File: config.mk
export PLATFORM = sky130hd
export DESIGN_NAME = ps2_mouse_packet_tracker
export DESIGN_NICKNAME = d
export VERILOG_FILES = /design/src/pmt_pkg.sv /design/src/ps2_mouse_packet_tracker.sv /design/src/pmt_front.sv /design/src/pmt_queue.sv /design/src/pmt_back.sv
export SDC_FILE = /design/constraint.sdc
export NUM_CORES = 1
export LEC_CHECK = 0
export ABC_AREA = 1
export BUFFER_PORTS_ARGS = -buffer_cell sky130_fd_sc_hd__buf_2
export CAP_MARGIN = 20
export CORE_AREA = 2 2 158 160
export CTS_CLUSTER_DIAMETER = 80
export DETAILED_ROUTE_END_ITERATION = 10
export DIE_AREA = 0 0 160 162
export PLACE_DENSITY = 0.62
export SLEW_MARGIN = 10
export SYNTH_ARGS = -nofsm -noshare
export SYNTH_HDL_FRONTEND = slang
export SYNTH_SLANG_ARGS = --single-unit
File: constraint.sdc
create_clock -name i_clk -period 11.5 [get_ports i_clk]
set_clock_uncertainty 0.15 [all_clocks]
set_input_delay 1.15 -clock i_clk [delete_from_list [all_inputs] [get_ports i_clk]]
set_output_delay 1.15 -clock i_clk [all_outputs]
set_load 0.01 [all_outputs]
File: src/pmt_pkg.sv
// Shared types and constants for the PS/2 mouse packet tracker.
// Used by the front, queue, back and top modules; depends on nothing.
`default_nettype none
package pmt_pkg;

    localparam int COORD_BITS = 12;
    localparam int SIZE_BITS  = 13;
    localparam int DELTA_BITS = 10;
    localparam int SUM_BITS   = ((COORD_BITS > DELTA_BITS - 1) ? COORD_BITS : DELTA_BITS - 1) + 2;
    localparam int LIM_BITS   = (COORD_BITS > SIZE_BITS) ? COORD_BITS : SIZE_BITS;
    localparam int OUT_BITS   = ((2 * COORD_BITS + 3 + 7) / 8) * 8;
    localparam int CFG_IDX_BITS = 2;

    localparam logic [COORD_BITS-1:0] COORD_MAX = '1;

    localparam logic [7:0] HDR_VALID = 8'b0000_1000;

    localparam logic [CFG_IDX_BITS-1:0] REG_SCREEN_WIDTH  = CFG_IDX_BITS'(0);
    localparam logic [CFG_IDX_BITS-1:0] REG_SCREEN_HEIGHT = CFG_IDX_BITS'(1);

    localparam logic [SIZE_BITS-1:0] RESET_WIDTH  = SIZE_BITS'(1024);
    localparam logic [SIZE_BITS-1:0] RESET_HEIGHT = SIZE_BITS'(768);

    typedef enum logic [1:0] {
        PH_HEADER = 2'd0,
        PH_XDELTA = 2'd1,
        PH_YDELTA = 2'd2
    } t_phase;

    // One framed packet as handed from the front to the back.
    typedef struct packed {
        logic [7:0] hdr;
        logic [7:0] x_byte;
        logic [7:0] y_byte;
    } t_packet;

endpackage
`default_nettype wire

File: src/ps2_mouse_packet_tracker.sv
// PS/2 mouse packet tracker top level.
// Instantiates pmt_front, pmt_queue and pmt_back; depends on pmt_pkg.
//
// Usage:
//   s_axis carries one received mouse byte per item in tdata[7:0].
//   m_axis carries one item per completed three-byte packet.
//   The cfg channel writes screen_width (index 0) and screen_height
//   (index 1); other indexes are ignored. cfg_ready is always high.
// Timing:
//   A byte is taken every cycle while the packet queue has room. The
//   result for a packet first enters the queue; once the output register
//   is free, the position update and clamp load it into the output
//   register. Throughput is one byte per cycle while the queue has room.
// Reset:
//   Clears the framing state, the queue and the output valid; the cursor
//   returns to 0,0, screen size to 1024x768, and the next byte is dropped.
// Stall:
//   A held result keeps its register; the back end stops popping, the
//   two-entry queue fills, and s_axis_tready drops only when it is full.
`default_nettype none
module ps2_mouse_packet_tracker
    import pmt_pkg::*;
(
    input  wire logic                    i_clk,
    input  wire logic                    i_rst_n,
    input  wire logic                    s_axis_tvalid,
    output logic                         s_axis_tready,
    input  wire logic [7:0]              s_axis_tdata,   // [7:0] data_byte
    output logic                         m_axis_tvalid,
    input  wire logic                    m_axis_tready,
    // [11:0] cursor_x, [23:12] cursor_y, [24] button_left,
    // [25] button_right, [26] button_middle, rest zero
    output logic [OUT_BITS-1:0]          m_axis_tdata,
    input  wire logic                    i_cfg_valid,
    output logic                         o_cfg_ready,
    input  wire logic [CFG_IDX_BITS-1:0] i_cfg_index,
    input  wire logic [SIZE_BITS-1:0]    i_cfg_data
);

    logic    push, q_full, pop, q_valid;
    t_packet front_pkt, q_pkt;

    assign o_cfg_ready = 1'b1;

    pmt_front u_front (
        .i_clk        (i_clk),
        .i_rst_n      (i_rst_n),
        .i_byte_valid (s_axis_tvalid),
        .i_byte       (s_axis_tdata),
        .o_byte_ready (s_axis_tready),
        .i_q_full     (q_full),
        .o_push       (push),
        .o_packet     (front_pkt)
    );

    pmt_queue u_queue (
        .i_clk    (i_clk),
        .i_rst_n  (i_rst_n),
        .i_push   (push),
        .i_packet (front_pkt),
        .o_full   (q_full),
        .i_pop    (pop),
        .o_valid  (q_valid),
        .o_packet (q_pkt)
    );

    pmt_back u_back (
        .i_clk       (i_clk),
        .i_rst_n     (i_rst_n),
        .i_cfg_we    (i_cfg_valid),
        .i_cfg_index (i_cfg_index),
        .i_cfg_data  (i_cfg_data),
        .i_q_valid   (q_valid),
        .i_packet    (q_pkt),
        .o_pop       (pop),
        .o_valid     (m_axis_tvalid),
        .i_ready     (m_axis_tready),
        .o_data      (m_axis_tdata)
    );

endmodule
`default_nettype wire

File: src/pmt_front.sv
// Byte framing front end: drops the first byte, frames header/X/Y packets.
// Depends on pmt_pkg; pushes complete packets into pmt_queue.
`default_nettype none
module pmt_front
    import pmt_pkg::*;
(
    input  wire logic    i_clk,
    input  wire logic    i_rst_n,
    input  wire logic    i_byte_valid,
    input  wire logic [7:0] i_byte,
    output logic         o_byte_ready,
    input  wire logic    i_q_full,
    output logic         o_push,
    output t_packet      o_packet
);

    logic       r_skip, n_skip;
    t_phase     r_phase, n_phase;
    logic [7:0] r_hdr, n_hdr;
    logic [7:0] r_xb, n_xb;
    logic       take;

    assign o_byte_ready = !i_q_full;
    assign take         = i_byte_valid && !i_q_full;

    always_ff @(posedge i_clk) begin
        if (!i_rst_n) begin
            r_skip  <= 1'b1;
            r_phase <= PH_HEADER;
        end else begin
            r_skip  <= n_skip;
            r_phase <= n_phase;
        end
        r_hdr <= n_hdr;
        r_xb  <= n_xb;
    end

    always_comb begin
        n_skip   = r_skip;
        n_phase  = r_phase;
        n_hdr    = r_hdr;
        n_xb     = r_xb;
        o_push   = 1'b0;
        o_packet = '{hdr: r_hdr, x_byte: r_xb, y_byte: i_byte};
        if (take) begin
            if (r_skip) begin
                n_skip = 1'b0;
            end else begin
                unique case (r_phase)
                    PH_XDELTA: begin
                        n_xb    = i_byte;
                        n_phase = PH_YDELTA;
                    end
                    PH_YDELTA: begin
                        n_phase = PH_HEADER;
                        o_push  = 1'b1;
                    end
                    default: begin
                        // hold phase 0 until a byte with the sync bit set
                        n_phase = PH_HEADER;
                        if ((i_byte & HDR_VALID) != 8'd0) begin
                            n_hdr   = i_byte;
                            n_phase = PH_XDELTA;
                        end
                    end
                endcase
            end
        end
    end

endmodule
`default_nettype wire

File: src/pmt_queue.sv
// Two-entry packet queue between the framing front and the cursor back end.
// Depends on pmt_pkg for the packet type.
`default_nettype none
module pmt_queue
    import pmt_pkg::*;
(
    input  wire logic    i_clk,
    input  wire logic    i_rst_n,
    input  wire logic    i_push,
    input  wire t_packet i_packet,
    output logic         o_full,
    input  wire logic    i_pop,
    output logic         o_valid,
    output t_packet      o_packet
);

    t_packet    r_mem [2];
    logic       r_wptr, r_rptr;
    logic [1:0] r_count, n_count;

    assign o_full   = (r_count == 2'd2);
    assign o_valid  = (r_count != 2'd0);
    assign o_packet = r_mem[r_rptr];

    always_comb begin
        n_count = r_count;
        if (i_push && !(i_pop && o_valid)) begin
            n_count = r_count + 2'd1;
        end else if (!i_push && i_pop && o_valid) begin
            n_count = r_count - 2'd1;
        end
    end

    always_ff @(posedge i_clk) begin
        if (!i_rst_n) begin
            r_wptr  <= 1'b0;
            r_rptr  <= 1'b0;
            r_count <= 2'd0;
        end else begin
            r_count <= n_count;
            if (i_push) begin
                r_wptr <= !r_wptr;
            end
            if (i_pop && o_valid) begin
                r_rptr <= !r_rptr;
            end
        end
    end

    always_ff @(posedge i_clk) begin
        if (i_push) begin
            r_mem[r_wptr] <= i_packet;
        end
    end

endmodule
`default_nettype wire

File: src/pmt_back.sv
// Cursor back end: applies packet deltas, clamps to the screen, holds result.
// Depends on pmt_pkg; owns the screen size registers.
`default_nettype none
module pmt_back
    import pmt_pkg::*;
(
    input  wire logic                    i_clk,
    input  wire logic                    i_rst_n,
    input  wire logic                    i_cfg_we,
    input  wire logic [CFG_IDX_BITS-1:0] i_cfg_index,
    input  wire logic [SIZE_BITS-1:0]    i_cfg_data,
    input  wire logic                    i_q_valid,
    input  wire t_packet                 i_packet,
    output logic                         o_pop,
    output logic                         o_valid,
    input  wire logic                    i_ready,
    output logic [OUT_BITS-1:0]          o_data
);

    logic [SIZE_BITS-1:0]  r_width, r_height;
    logic [COORD_BITS-1:0] r_pos_x, r_pos_y, n_pos_x, n_pos_y;
    logic                  r_valid;
    logic [2:0]            r_buttons;
    logic [COORD_BITS-1:0] lim_x, lim_y;
    logic [DELTA_BITS-1:0] dx, dy;

    function automatic logic [DELTA_BITS-1:0] axis_delta(input logic [7:0] b,
                                                         input logic neg,
                                                         input logic ovf);
        logic [DELTA_BITS-1:0] d;
        if (!neg) begin
            d = {2'b00, b};
            if (ovf) d = d + DELTA_BITS'(255);
        end else begin
            // b - 256, except a zero byte means no movement
            d = (b == 8'd0) ? '0 : {2'b11, b};
            if (ovf) d = d - DELTA_BITS'(255);
        end
        return d;
    endfunction

    function automatic logic [COORD_BITS-1:0] clamp_limit(input logic [SIZE_BITS-1:0] size);
        logic [SIZE_BITS-1:0] l;
        l = (size == '0) ? '0 : size - SIZE_BITS'(1);
        if (LIM_BITS'(l) > LIM_BITS'(COORD_MAX)) begin
            return COORD_MAX;
        end
        return COORD_BITS'(l);
    endfunction

    function automatic logic [COORD_BITS-1:0] clamp_coord(input logic [SUM_BITS-1:0] v,
                                                          input logic [COORD_BITS-1:0] lim);
        if (v[SUM_BITS-1]) begin
            return '0;
        end
        if (v > SUM_BITS'(lim)) begin
            return lim;
        end
        return v[COORD_BITS-1:0];
    endfunction

    assign o_pop = i_q_valid && (!r_valid || i_ready);

    always_comb begin
        logic [SUM_BITS-1:0] sx, sy;
        lim_x   = clamp_limit(r_width);
        lim_y   = clamp_limit(r_height);
        dx      = axis_delta(i_packet.x_byte, i_packet.hdr[4], i_packet.hdr[6]);
        dy      = axis_delta(i_packet.y_byte, i_packet.hdr[5], i_packet.hdr[7]);
        sx      = SUM_BITS'(r_pos_x) + {{(SUM_BITS-DELTA_BITS){dx[DELTA_BITS-1]}}, dx};
        sy      = SUM_BITS'(r_pos_y) - {{(SUM_BITS-DELTA_BITS){dy[DELTA_BITS-1]}}, dy};
        n_pos_x = clamp_coord(sx, lim_x);
        n_pos_y = clamp_coord(sy, lim_y);
    end

    always_ff @(posedge i_clk) begin
        if (!i_rst_n) begin
            r_width  <= RESET_WIDTH;
            r_height <= RESET_HEIGHT;
            r_pos_x  <= '0;
            r_pos_y  <= '0;
            r_valid  <= 1'b0;
        end else begin
            if (i_cfg_we) begin
                if (i_cfg_index == REG_SCREEN_WIDTH) begin
                    r_width <= i_cfg_data;
                end else if (i_cfg_index == REG_SCREEN_HEIGHT) begin
                    r_height <= i_cfg_data;
                end
            end
            if (o_pop) begin
                r_pos_x <= n_pos_x;
                r_pos_y <= n_pos_y;
                r_valid <= 1'b1;
            end else if (i_ready) begin
                r_valid <= 1'b0;
            end
        end
        if (o_pop) begin
            r_buttons <= i_packet.hdr[2:0];
        end
    end

    assign o_valid = r_valid;
    assign o_data  = OUT_BITS'({r_buttons[2], r_buttons[1], r_buttons[0], r_pos_y, r_pos_x});

endmodule
`default_nettype wire

==> results of run 1 <==
-- metrics by stage --
step / instances / instance area, um^2 / hold slack (ns) / setup slack (ns) / power (mW)
after CTS: 1457 / 9440 / 0.288 / 5.71 / 2.43
after detailed placement: 1425 / 8880 / 0.279 / 5.75 / 1.90
after global placement: 1425 / 8880 / 0.273 / 5.90 / 1.88
final: 1457 / 9440 / 0.287 / 5.71 / 2.41
after floorplan: 1067 / 8340 / 0.270 / 6.72 / 1.61
after global routing: 1457 / 9440 / 0.294 / 5.03 / 2.64
-- kinds of logic (layout without fill, tap and decap cells) --
logic type	count (synthesis)	in the layout	synth area share, %
and+or+nand+nor	452	452	25.3
AOI/OAI and AO/OA	190	190	12.5
buffers and inverters	179	245	9.19
DFF	123	123	37.3
adders and majority gates	67	67	10.3
xor gates and xnor gates	49	49	5.16
other	2	6	0.0902
muxes	1	1	0.135
-- worst paths after layout --
path | endpoint | slack [ns] | cells after the start
setup / recovery | u_back.r_pos_x[3]$_SDFFE_PN0P_ | 5.71 | 30
setup reg to reg | u_back.r_pos_x[3]$_SDFFE_PN0P_ | 5.71 | 30
hold reg to reg | u_queue.r_mem[1][8]$_DFFE_PP_ | 0.29 | 0
hold / removal | u_queue.r_mem[1][8]$_DFFE_PP_ | 0.29 | 0
-- cells in the mapped netlist (all sizes together) --
cell type	number	share of area, %
a211oi	3	0.33
a21o	4	0.36
a21oi	97	5.9
a31o	1	0.11
a31oi	6	0.45
and2	1	0.11
buf	17	1.8
clkbuf	10	0.45
clkinv	2	0.090
conb	2	0.090
dfxtp	59	14
edfxtp	64	23
fa	2	0.48
ha	65	9.8
inv	150	6.8
mux2	1	0.14
nand2	250	12
nand3	69	5.3
nand3b	1	0.090
nand4	10	0.93
nor2	84	4.1
nor3	18	1.1
nor3b	1	0.090
nor4	3	0.48
o211ai	4	0.36
o21ai	65	4.1
o21bai	7	0.63
o311ai	1	0.11
o31ai	2	0.18
or2	15	1.1
xnor2	10	1.1
xor2	39	4.1
-- metal layers --
metal / vias up / wire (um) / share of wire [%] / global-route usage, %
li1: 3612 / - / - / -
met1: 3144 / 9110 / 47 / 19.6
met2: 121 / 9270 / 48 / 26.6
met3: 18 / 712 / 3.7 / 2.78
met4: 2 / 218 / 1.1 / 4.22
met5: - / 11 / 0.057 / 0
-- state kept, by name, summed over array words and instances, names as in the netlist, named ones only --
register	count
u_back.r_width	13
u_back.r_pos_x	12
u_queue.r_rptr	1
u_queue.r_count	2
u_front.r_skip	1
u_back.o_valid	1
u_front.r_hdr	7
u_front.r_xb	8
u_back.r_buttons	3
u_front.r_phase	2
u_back.r_pos_y	12
u_queue.r_mem	46
u_back.r_height	13
u_queue.r_wptr	1
-- worst max-delay path, delay by kind of cell (launching register included) --
family	cells	cell delay [ns]
AO/OA/AOI/OAI	5	0.89
XOR/XNOR	2	0.38
adder cells (fa/ha/maj)	4	1.12
buffers and inverters	5	0.70
flip-flops	1	0.30
AND/OR/NAND/NOR	14	2.07
-- power breakdown --
group / switching, mW / internal (mW)
sequential: 0.0486 / 0.515
clock: 0.216 / 0.301
combinational: 0.853 / 0.475
-- final cells by class --
type / instances / area, um^2
Clock inverter: 15 / 140
Tap cell: 324 / 405
Fill cell: 2517 / 14700
Inverter: 152 / 576
Clock buffer: 17 / 425
Multi-Input combinational cell: 765 / 4470
Sequential cell: 123 / 3100
Timing Repair Buffer: 61 / 318
==> impl_results.md, run 1 <==
- Outcome: finished clean
- Number of pins exceeding their max-slew limit in the final report: 0
- Count of H-tree levels built during CTS: 4
- Layout cells sized above 1: ~14%
- IR drop worst, VDD: about 130 uV
- Commonest non-fill, non-tap cells in the layout: 230 x nand2_1, 142 x inv_1, 96 x a21oi_1, 77 x nor2_1, 65 x ha_1
- Number of antenna violations at the first check in global routing: 1
- Chip width: 160 um
- Timing-limited maximum frequency: between 150 and 200 MHz
- Delay of the slowest critical-path stage: 0.40 ns
- Worst-case headroom to the max-slew limit: 31.9%
- Number of design rule violations left after detail routing: 0
- Worst endpoint data arrival time: 5.92 ns
- ANT nets after route: 0
- Starting DRC count in detailed routing: 435
- Number of library cell types mapped by synthesis: 54
- Clock transition time at the flip-flop clock pins of the worst setup and hold paths: ~0.060 ns
- Leakage: 4.32 nW
- Height of the chip: 162 um
- Post-synthesis area per instance: 7.83 um^2
- Detailed placement HPWL: 14.7 mm
- Largest net degree at the start of global routing: 36
- Sequential-to-total area share from yosys stat: 37.3%
- RD Place Congestion: 0.897
- Post CTS Setup Buffer Count: 0
- Global-route congestion overflow total: 0
- Overall die area: 25,900 um^2
- Start point of the worst hold path: u_front.r_xb[0]$_DFFE_PP_
- Critical path endpoint category: flop
- Port buffer count: 56
- Mapped Cells: 1,063
- Critical-path maximum fanout: 35
- Setup tns final: 0 ns
- YS warnings: 0
- Slew at the pin with the worst max-slew slack: 1.02 ns
- Number of synthesized register bits: 123
- Total detailed-routing wirelength: 19.3 mm
- Global routing usage summed across all routing layers: 15.3%
- RSZ-0062 raised after global routing: no
- DR vias: 6,897
- Top Ports: between 60 and 70
- TritonCTS clock tree: yes
- Final net count: 1,215
- Power per cell area: 255 nW/um^2
- Drt via density: between 4 and 5
- Drt wl/cell: 13.3 um
- Post-cts sizing count: 0
- Hold Vio Cnt, Final: 0
- Cell chosen for the clock root: clkbuf_16
- Hold Path Class: flop to flop
- Final Core Density: about two fifths
- Placeable core region: between 20,000 and 25,000 um^2
- Share of the clock period used by the worst path after layout: 50.3%
- Number of maximum-capacitance violations: 0
- Number of search-and-repair iterations in the first detailed-routing pass: 5
- Number of diodes added for antenna fixing: 0
- Number of failing setup endpoints in the final timing report: 0
- Initial Util: about a third
- Worst setup path class: flop to flop
- Post-layout min period: 5.79 ns
- Row cnt: 57
- Number of hold buffers added after CTS: 0
- Worst EP required: 11.63 ns
- Source-to-sink clock delay at the later pin of the worst-skew pair: 0.42 ns
- Longest Clk Path Bufs: 2
- Global-route wire length before repair: 32.2 mm
- Layout-stage area growth over the synthesis result: 13.5%
- Number of buffers inserted during clock tree synthesis: 17
- Clock Sinks: 123
- Synthesized area: 8320 um^2
- Type of element launching the critical path: flop
- Vias in the first global route: 6,617
- Slowest cell on the critical path: fa_1
- Most common cell after layout, fill and taps aside: nand2_1
Note: power is estimated with default switching activity, not from simulation.
==> run 2: changes to the inputs <==
--- a/config.mk
+++ b/config.mk
@@ -12,7 +12,7 @@
 export CTS_CLUSTER_DIAMETER = 80
 export DETAILED_ROUTE_END_ITERATION = 10
 export DIE_AREA = 0 0 160 162
-export PLACE_DENSITY = 0.62
+export PLACE_DENSITY = 0.63
 export SLEW_MARGIN = 10
 export SYNTH_ARGS = -nofsm -noshare
 export SYNTH_HDL_FRONTEND = slang
==> constraint.sdc (replaced) <==
create_clock -name i_clk -period 4.6 [get_ports i_clk]
set_clock_uncertainty 0.15 [all_clocks]
set_input_delay 0.46 -clock i_clk [delete_from_list [all_inputs] [get_ports i_clk]]
set_output_delay 0.46 -clock i_clk [all_outputs]
set_load 0.01 [all_outputs]
==> impl_results.md, run 2 (synthesis gave the netlist of run 1 again) <==
- Outcome: complete, but fails checks
- Failing checks: negative setup slack
- Number of buffers inserted during clock tree synthesis: 17
- Layout cells sized above 1: 30.9%
- Global-route congestion overflow total: 0
- Total area of multi-input combinational cells: approximately 5100 um^2
- Number of antenna violations at the first check in global routing: 0
- RD Place Congestion: 0.910
- Critical-path maximum fanout: 8
- ANT nets after route: 0
- Area used by sequential logic in the layout: 3110 um^2
- Setup tns final: -0.0647 ns
- Vias in the first global route: 6,851
- GR met3 Demand/Resource: 2.32%
- Drt via density: 4.73
- Cell chosen for the clock root: clkbuf_16
- Critical path endpoint category: flop
- Type of element launching the critical path: flop
- Row cnt: 57
- Layout-stage area growth over the synthesis result: 30.7%
- Post-Place Cell Area: 9470 um^2
- Cells after DPL: 1,498
- Height of the chip: around 160 um
- Final Core Density: 45.1%
- RSZ-0062 raised after global routing: yes
- IR drop worst, VDD: 281 uV
- Leakage: ~4.9 nW
- Clock Sinks: roughly 120
- Number of diodes added for antenna fixing: 0
- Slowest cell on the critical path: dfxtp_4
- Worst hold-check slack: about 0.13 ns
- Library cell appearing most often on the critical path: nand2_2
- Post-layout instance area: 10,900 um^2
- Clock transition time at the flip-flop clock pins of the worst setup and hold paths: 0.07 ns
- Largest regs: u_queue.r_mem: 46 flops, u_back.r_height: 13 flops, u_back.r_width: 13 flops
- Largest delay contributor family on the critical path: simple AND/OR/NAND/NOR gates
- Total detailed-routing wirelength: 20.6 mm
- Port buffer count: 56
- Share of the clock period used by the worst path after layout: 101%
- Number of search-and-repair iterations in the first detailed-routing pass: 4
- Fillers: 2,369
- Number of pins exceeding their max-slew limit in the final report: 0
- Initial Util: 34.5%
- Worst setup path class: flop to flop
- Global routing usage summed across all routing layers: between 10% and 20%
- TritonCTS clock tree: yes
- Starting DRC count in detailed routing: 310
- Overall die area: 25,900 um^2
- Setup ws final: -0.0328 ns
- Source-to-sink clock delay at the later pin of the worst-skew pair: 0.42 ns
- Count of H-tree levels built during CTS: 4
- Power per cell area: slightly below 700 nW/um^2
- Longest Clk Path Bufs: 2
- Timing-limited maximum frequency: 216 MHz
- Placeable core region: 24,100 um^2
- Commonest non-fill, non-tap cells in the layout: 205 x nand2_1, 129 x inv_1, 82 x buf_4, 81 x a21oi_1, 69 x nor2_1
- Detailed placement HPWL: 15.2 mm
- Hold Vio Cnt, Final: 0
- Met1 layer usage reported by global route: 19.3%
- Fin cells: 1,548
- CP bufs+invs: 5
- Post-layout min period: 4.63 ns
- Delay of the slowest critical-path stage: ~0.39 ns
- Largest net degree at the start of global routing: 32
- Most Used Layer, Global Route: met2
- Number of design rule violations left after detail routing: 0
- Register ranked first by flip-flop count: u_queue.r_mem
- Top Ports: 63
- Setup Slack @ Placement: -0.248 ns
- Worst endpoint data arrival time: 4.82 ns
- Number of hold buffers added after CTS: 0
- Drt wl/cell: 13.3 um
- DR vias: 7,315
- Most common cell after layout, fill and taps aside: nand2_1
- Total Power Consumption: 7.43 mW
- Global-route wire length before repair: 32.4 mm
- Number of failing setup endpoints in the final timing report: 2
- Chip width: 160 um
- Number of maximum-capacitance violations: 0
- Slew at the pin with the worst max-slew slack: between 0.8 and 0.9 ns
- GRT met2 Usage: 27.4%
- Number of flip-flops under the largest register name: 46
- Worst EP required: 4.79 ns
- Worst-case headroom to the max-slew limit: 44.0%
- Hold Path Class: input pin to flop
- Final net count: 1,306
==> run 2: changes by cell type in the layout (fill, tap and decap cells not counted), moves of 11 or more <==
cell,previous run,this run
a21oi_1,96,81
a21oi_2,1,14
buf_4,5,82
ha_1,65,53
inv_1,142,129
inv_2,7,18
nand2_1,230,205
nand2_2,16,41
nand3_1,52,27
nand3_2,16,39
o21ai_0,56,40
==> run 2: power breakdown <==
group / internal, mW / switching, mW
Clock: 0.754 / 0.527
Sequential: 1.29 / 0.143
Combinational: 2.03 / 2.69
Total: 4.07 / 3.36
==> run 2: layout make-up <==
| cell class | count | share of cell area [%] |
|---|---|---|
| Inverter | 152 | 5.36 |
| Sequential cell | 123 | 28.6 |
| Clock inverter | 14 | 1.27 |
| Clock buffer | 18 | 3.95 |
| Timing Repair Buffer | 151 | 9.99 |
| Multi-Input combinational cell | 766 | 47.1 |
| Tap cell | 324 | 3.73 |
==> run 2: layer usage <==
| layer | share of wire (%) | up-vias |
|---|---|---|
| li1 | - | 3788 |
| met1 | 46 | 3412 |
| met2 | 51 | 98 |
| met3 | 2.4 | 17 |
| met4 | 1.1 | 0 |
| met5 | 0 | - |
==> run 2: final timing paths <==
kind	startpoint	end	slack, ns	depth (start not counted)
worst min-delay path	s_axis_tdata[5]	u_front.r_hdr[5]$_DFFE_PP_	0.13	1
worst max register to register	flop	u_back.r_pos_y[3]$_SDFFE_PN0P_	-0.03	28
worst max-delay path	flop	u_back.r_pos_y[3]$_SDFFE_PN0P_	-0.03	28
worst min register to register	u_front.r_hdr[4]$_DFFE_PP_	u_queue.r_mem[0][19]$_DFFE_PP_	0.29	0
==> run 2: timing repair <==
action,CTS,global route
resized for setup,21,147
buffers inserted,0,16
setup endpoints to repair,24,24
cloned,0,2
pin swaps,4,92
==> run 3: changes to the inputs <==
==> constraint.sdc (replaced) <==
create_clock -name i_clk -period 4.01 [get_ports i_clk]
set_clock_uncertainty 0.15 [all_clocks]
set_input_delay 0.401 -clock i_clk [delete_from_list [all_inputs] [get_ports i_clk]]
set_output_delay 0.401 -clock i_clk [all_outputs]
set_load 0.01 [all_outputs]
==> impl_results.md, run 3 (synthesis gave the netlist of run 1 again) <==
- Failing checks: negative setup slack
- Setup tns final: -15.29 ns
- Share of the clock period used by the worst path after layout: 118%
- Number of maximum-capacitance violations: 0
- Top Ports: 63
- Critical path endpoint category: flop
- Timing-limited maximum frequency: around 210 MHz
- Commonest non-fill, non-tap cells in the layout: 205 x nand2_1, 139 x buf_4, 130 x inv_1, 74 x a21oi_1, 68 x nor2_1
- Capturing point of the worst reg2reg path: u_back.r_pos_y[6]$_SDFFE_PN0P_
- Setup ws final: -0.737 ns
- Drt wl/cell: 13.8 um
- Type of element launching the critical path: flop
- Endpoint with the worst hold slack: u_front.r_xb[4]$_DFFE_PP_
- Starting DRC count in detailed routing: about 450
- Critical-path maximum fanout: 11
- Initial Util: 34.5%
- Height of the chip: 162 um
- Number of antenna violations at the first check in global routing: 0
- RD Place Congestion: 0.886
- Leakage: 5.18 nW
- Count of H-tree levels built during CTS: 4
- R2R cell count: 27
- Global-route wire length before repair: 35.2 mm
- Drt via density: between 4 and 5
- Detailed placement HPWL: approximately 16 mm
- Number of diodes added for antenna fixing: 0
- Vias in the first global route: between 7,000 and 8,000
- Fillers: 2,307
- TritonCTS clock tree: yes
- FF-to-FF setup slack: -0.74 ns
- Worst endpoint data arrival time: 4.94 ns
- Layout-stage area growth over the synthesis result: 37.0%
- Layout cells sized above 1: 34.0%
- Clock transition time at the flip-flop clock pins of the worst setup and hold paths: 0.07 ns
- Register ranked first by flip-flop count: u_queue.r_mem
- Most common cell after layout, fill and taps aside: nand2_1
- Cell depth of the worst hold path: 1
- Number of buffers inserted during clock tree synthesis: 17
- Port buffer count: 56
- Global-route congestion overflow total: 0
- Placeable core region: between 20,000 and 25,000 um^2
- ANT nets after route: 0
- Total detailed-routing wirelength: 22.1 mm
- Hold Vio Cnt, Final: 0
- Hold Path Class: input pin to flop
- Overall die area: 25,900 um^2
- Cell chosen for the clock root: clkbuf_16
- Number of design rule violations left after detail routing: 0
- IR drop worst, VDD: 382 uV
- Worst EP required: 4.21 ns
- RSZ-0062 raised after global routing: yes
- Number of search-and-repair iterations in the first detailed-routing pass: 5
- Start point of the worst hold path: s_axis_tdata[4]
- Chip width: 160 um
- Largest regs: u_queue.r_mem: 46 flops, u_back.r_height: 13 flops, u_back.r_width: 13 flops
- Number of flip-flops under the largest register name: 46
- Slew at the pin with the worst max-slew slack: 0.832 ns
- Largest net degree at the start of global routing: 32
- Global routing usage summed across all routing layers: between 10% and 20%
- Row cnt: 57
- Worst-case headroom to the max-slew limit: 44.3%
- Number of failing setup endpoints in the final timing report: 24
- Longest Clk Path Bufs: 2
- Outcome: complete, but fails checks
- Source-to-sink clock delay at the later pin of the worst-skew pair: approximately 0.42 ns
- Total Power Consumption: 9.41 mW
- Worst setup path class: flop to flop
- DR vias: 7,622
- Final net count: between 1,000 and 1,500
- Post-layout min period: 4.75 ns
- Clock Sinks: around 120
- Power per cell area: ~830 nW/um^2
- Worst hold-check slack: 0.0518 ns
- Number of pins exceeding their max-slew limit in the final report: 0
-- run 3: cell count changes in the layout (fill, tap and decap cells not counted), sizes merged --
cell and change:
clkinv -2, clkbuf -2, inv +4, nand2 +1, nand4 +1, buf +55
clkinvlp -1
-- run 3: report_power, final --
part	internal (mW)	total, mW	switching, mW
Sequential	1.48	1.64	0.167
Clock	0.891	1.56	0.670
Combinational	2.82	6.20	3.38
Total	5.19	9.41	4.22
-- run 3: critical path, cell delays in order, from the launching register on --
cell      delay [ns]
dfxtp_4         0.36
buf_4           0.14
buf_8           0.14
o21ai_4         0.18
ha_2            0.30
or2_2           0.33
a21oi_1         0.21
a31oi_2         0.08
ha_1            0.32
nand2_1         0.05
nor2_1          0.24
a21oi_4         0.12
o21ai_2         0.19
xor2_2          0.22
inv_2           0.07
ha_4            0.23
a21oi_4         0.16
nor2_2          0.06
a211oi_2        0.18
nand2_1         0.08
nand2_1         0.06
nand2_1         0.06
nand2_2         0.12
and2_4          0.21
nand2_8         0.08
a21oi_2         0.14
nand2_1         0.08
a21oi_2         0.11
-- run 3: how the worst max path moves through the flow --
stage          from                         endpoint  slack [ns]  cells past startpoint
2_1_floorplan  flop  u_back.r_pos_x[11]$_SDFFE_PN0P_       -0.38                     32
3_3_place_gp   flop   u_back.r_pos_y[2]$_SDFFE_PN0P_       -0.70                     33
3_5_place_dp   flop   u_back.r_pos_y[3]$_SDFFE_PN0P_       -0.72                     32
4_1_cts        flop   u_back.r_pos_x[8]$_SDFFE_PN0P_       -0.58                     31
5_1_grt        flop   u_back.r_pos_y[6]$_SDFFE_PN0P_       -0.98                     27
6_report       flop   u_back.r_pos_y[6]$_SDFFE_PN0P_       -0.74                     27
-- run 3: repair_timing --
item / 4_1_cts / 5_1_grt
setup endpoints to repair: 24 / 24
pin swaps: 7 / 58
cloned: 1 / 2
gates resized for setup: 40 / 106
hold buffers: 0 / 0
setup buffers: 16 / 12
-- run 3: routing by layer --
| metal | routed length [um] | vias up | GRT usage [%] |
|---|---|---|---|
| met5 | 0 | - | 0 |
| met3 | 683 | 27 | 2.78 |
| li1 | - | 3914 | - |
| met4 | 324 | 0 | 4.55 |
| met1 | 10400 | 3544 | 22.3 |
| met2 | 10700 | 137 | 28.4 |
-- run 3: cell type report --
class	instances	area (um^2)	area share (%)
clock inverter	15	176	1.55
multi-input combinational	768	5250	46.0
timing repair buffer	205	1460	12.8
tap	324	405	3.56
inverter	152	583	5.11
clock buffer	17	425	3.73
sequential	123	3110	27.3
-- run 3: through the flow --
stage / utilization [%] / instances / area, um^2 / setup WS [ns]
6_report: 47.3 / 1604 / 11400 / -0.737
5_1_grt: 47.3 / 1604 / 11400 / -0.984
4_1_cts: 44.8 / 1590 / 10800 / -0.584
3_5_place_dp: 41.0 / 1541 / 9880 / -0.722
3_3_place_gp: 41.0 / 1541 / 9880 / -0.704
2_1_floorplan: - / 1067 / 8480 / -0.378
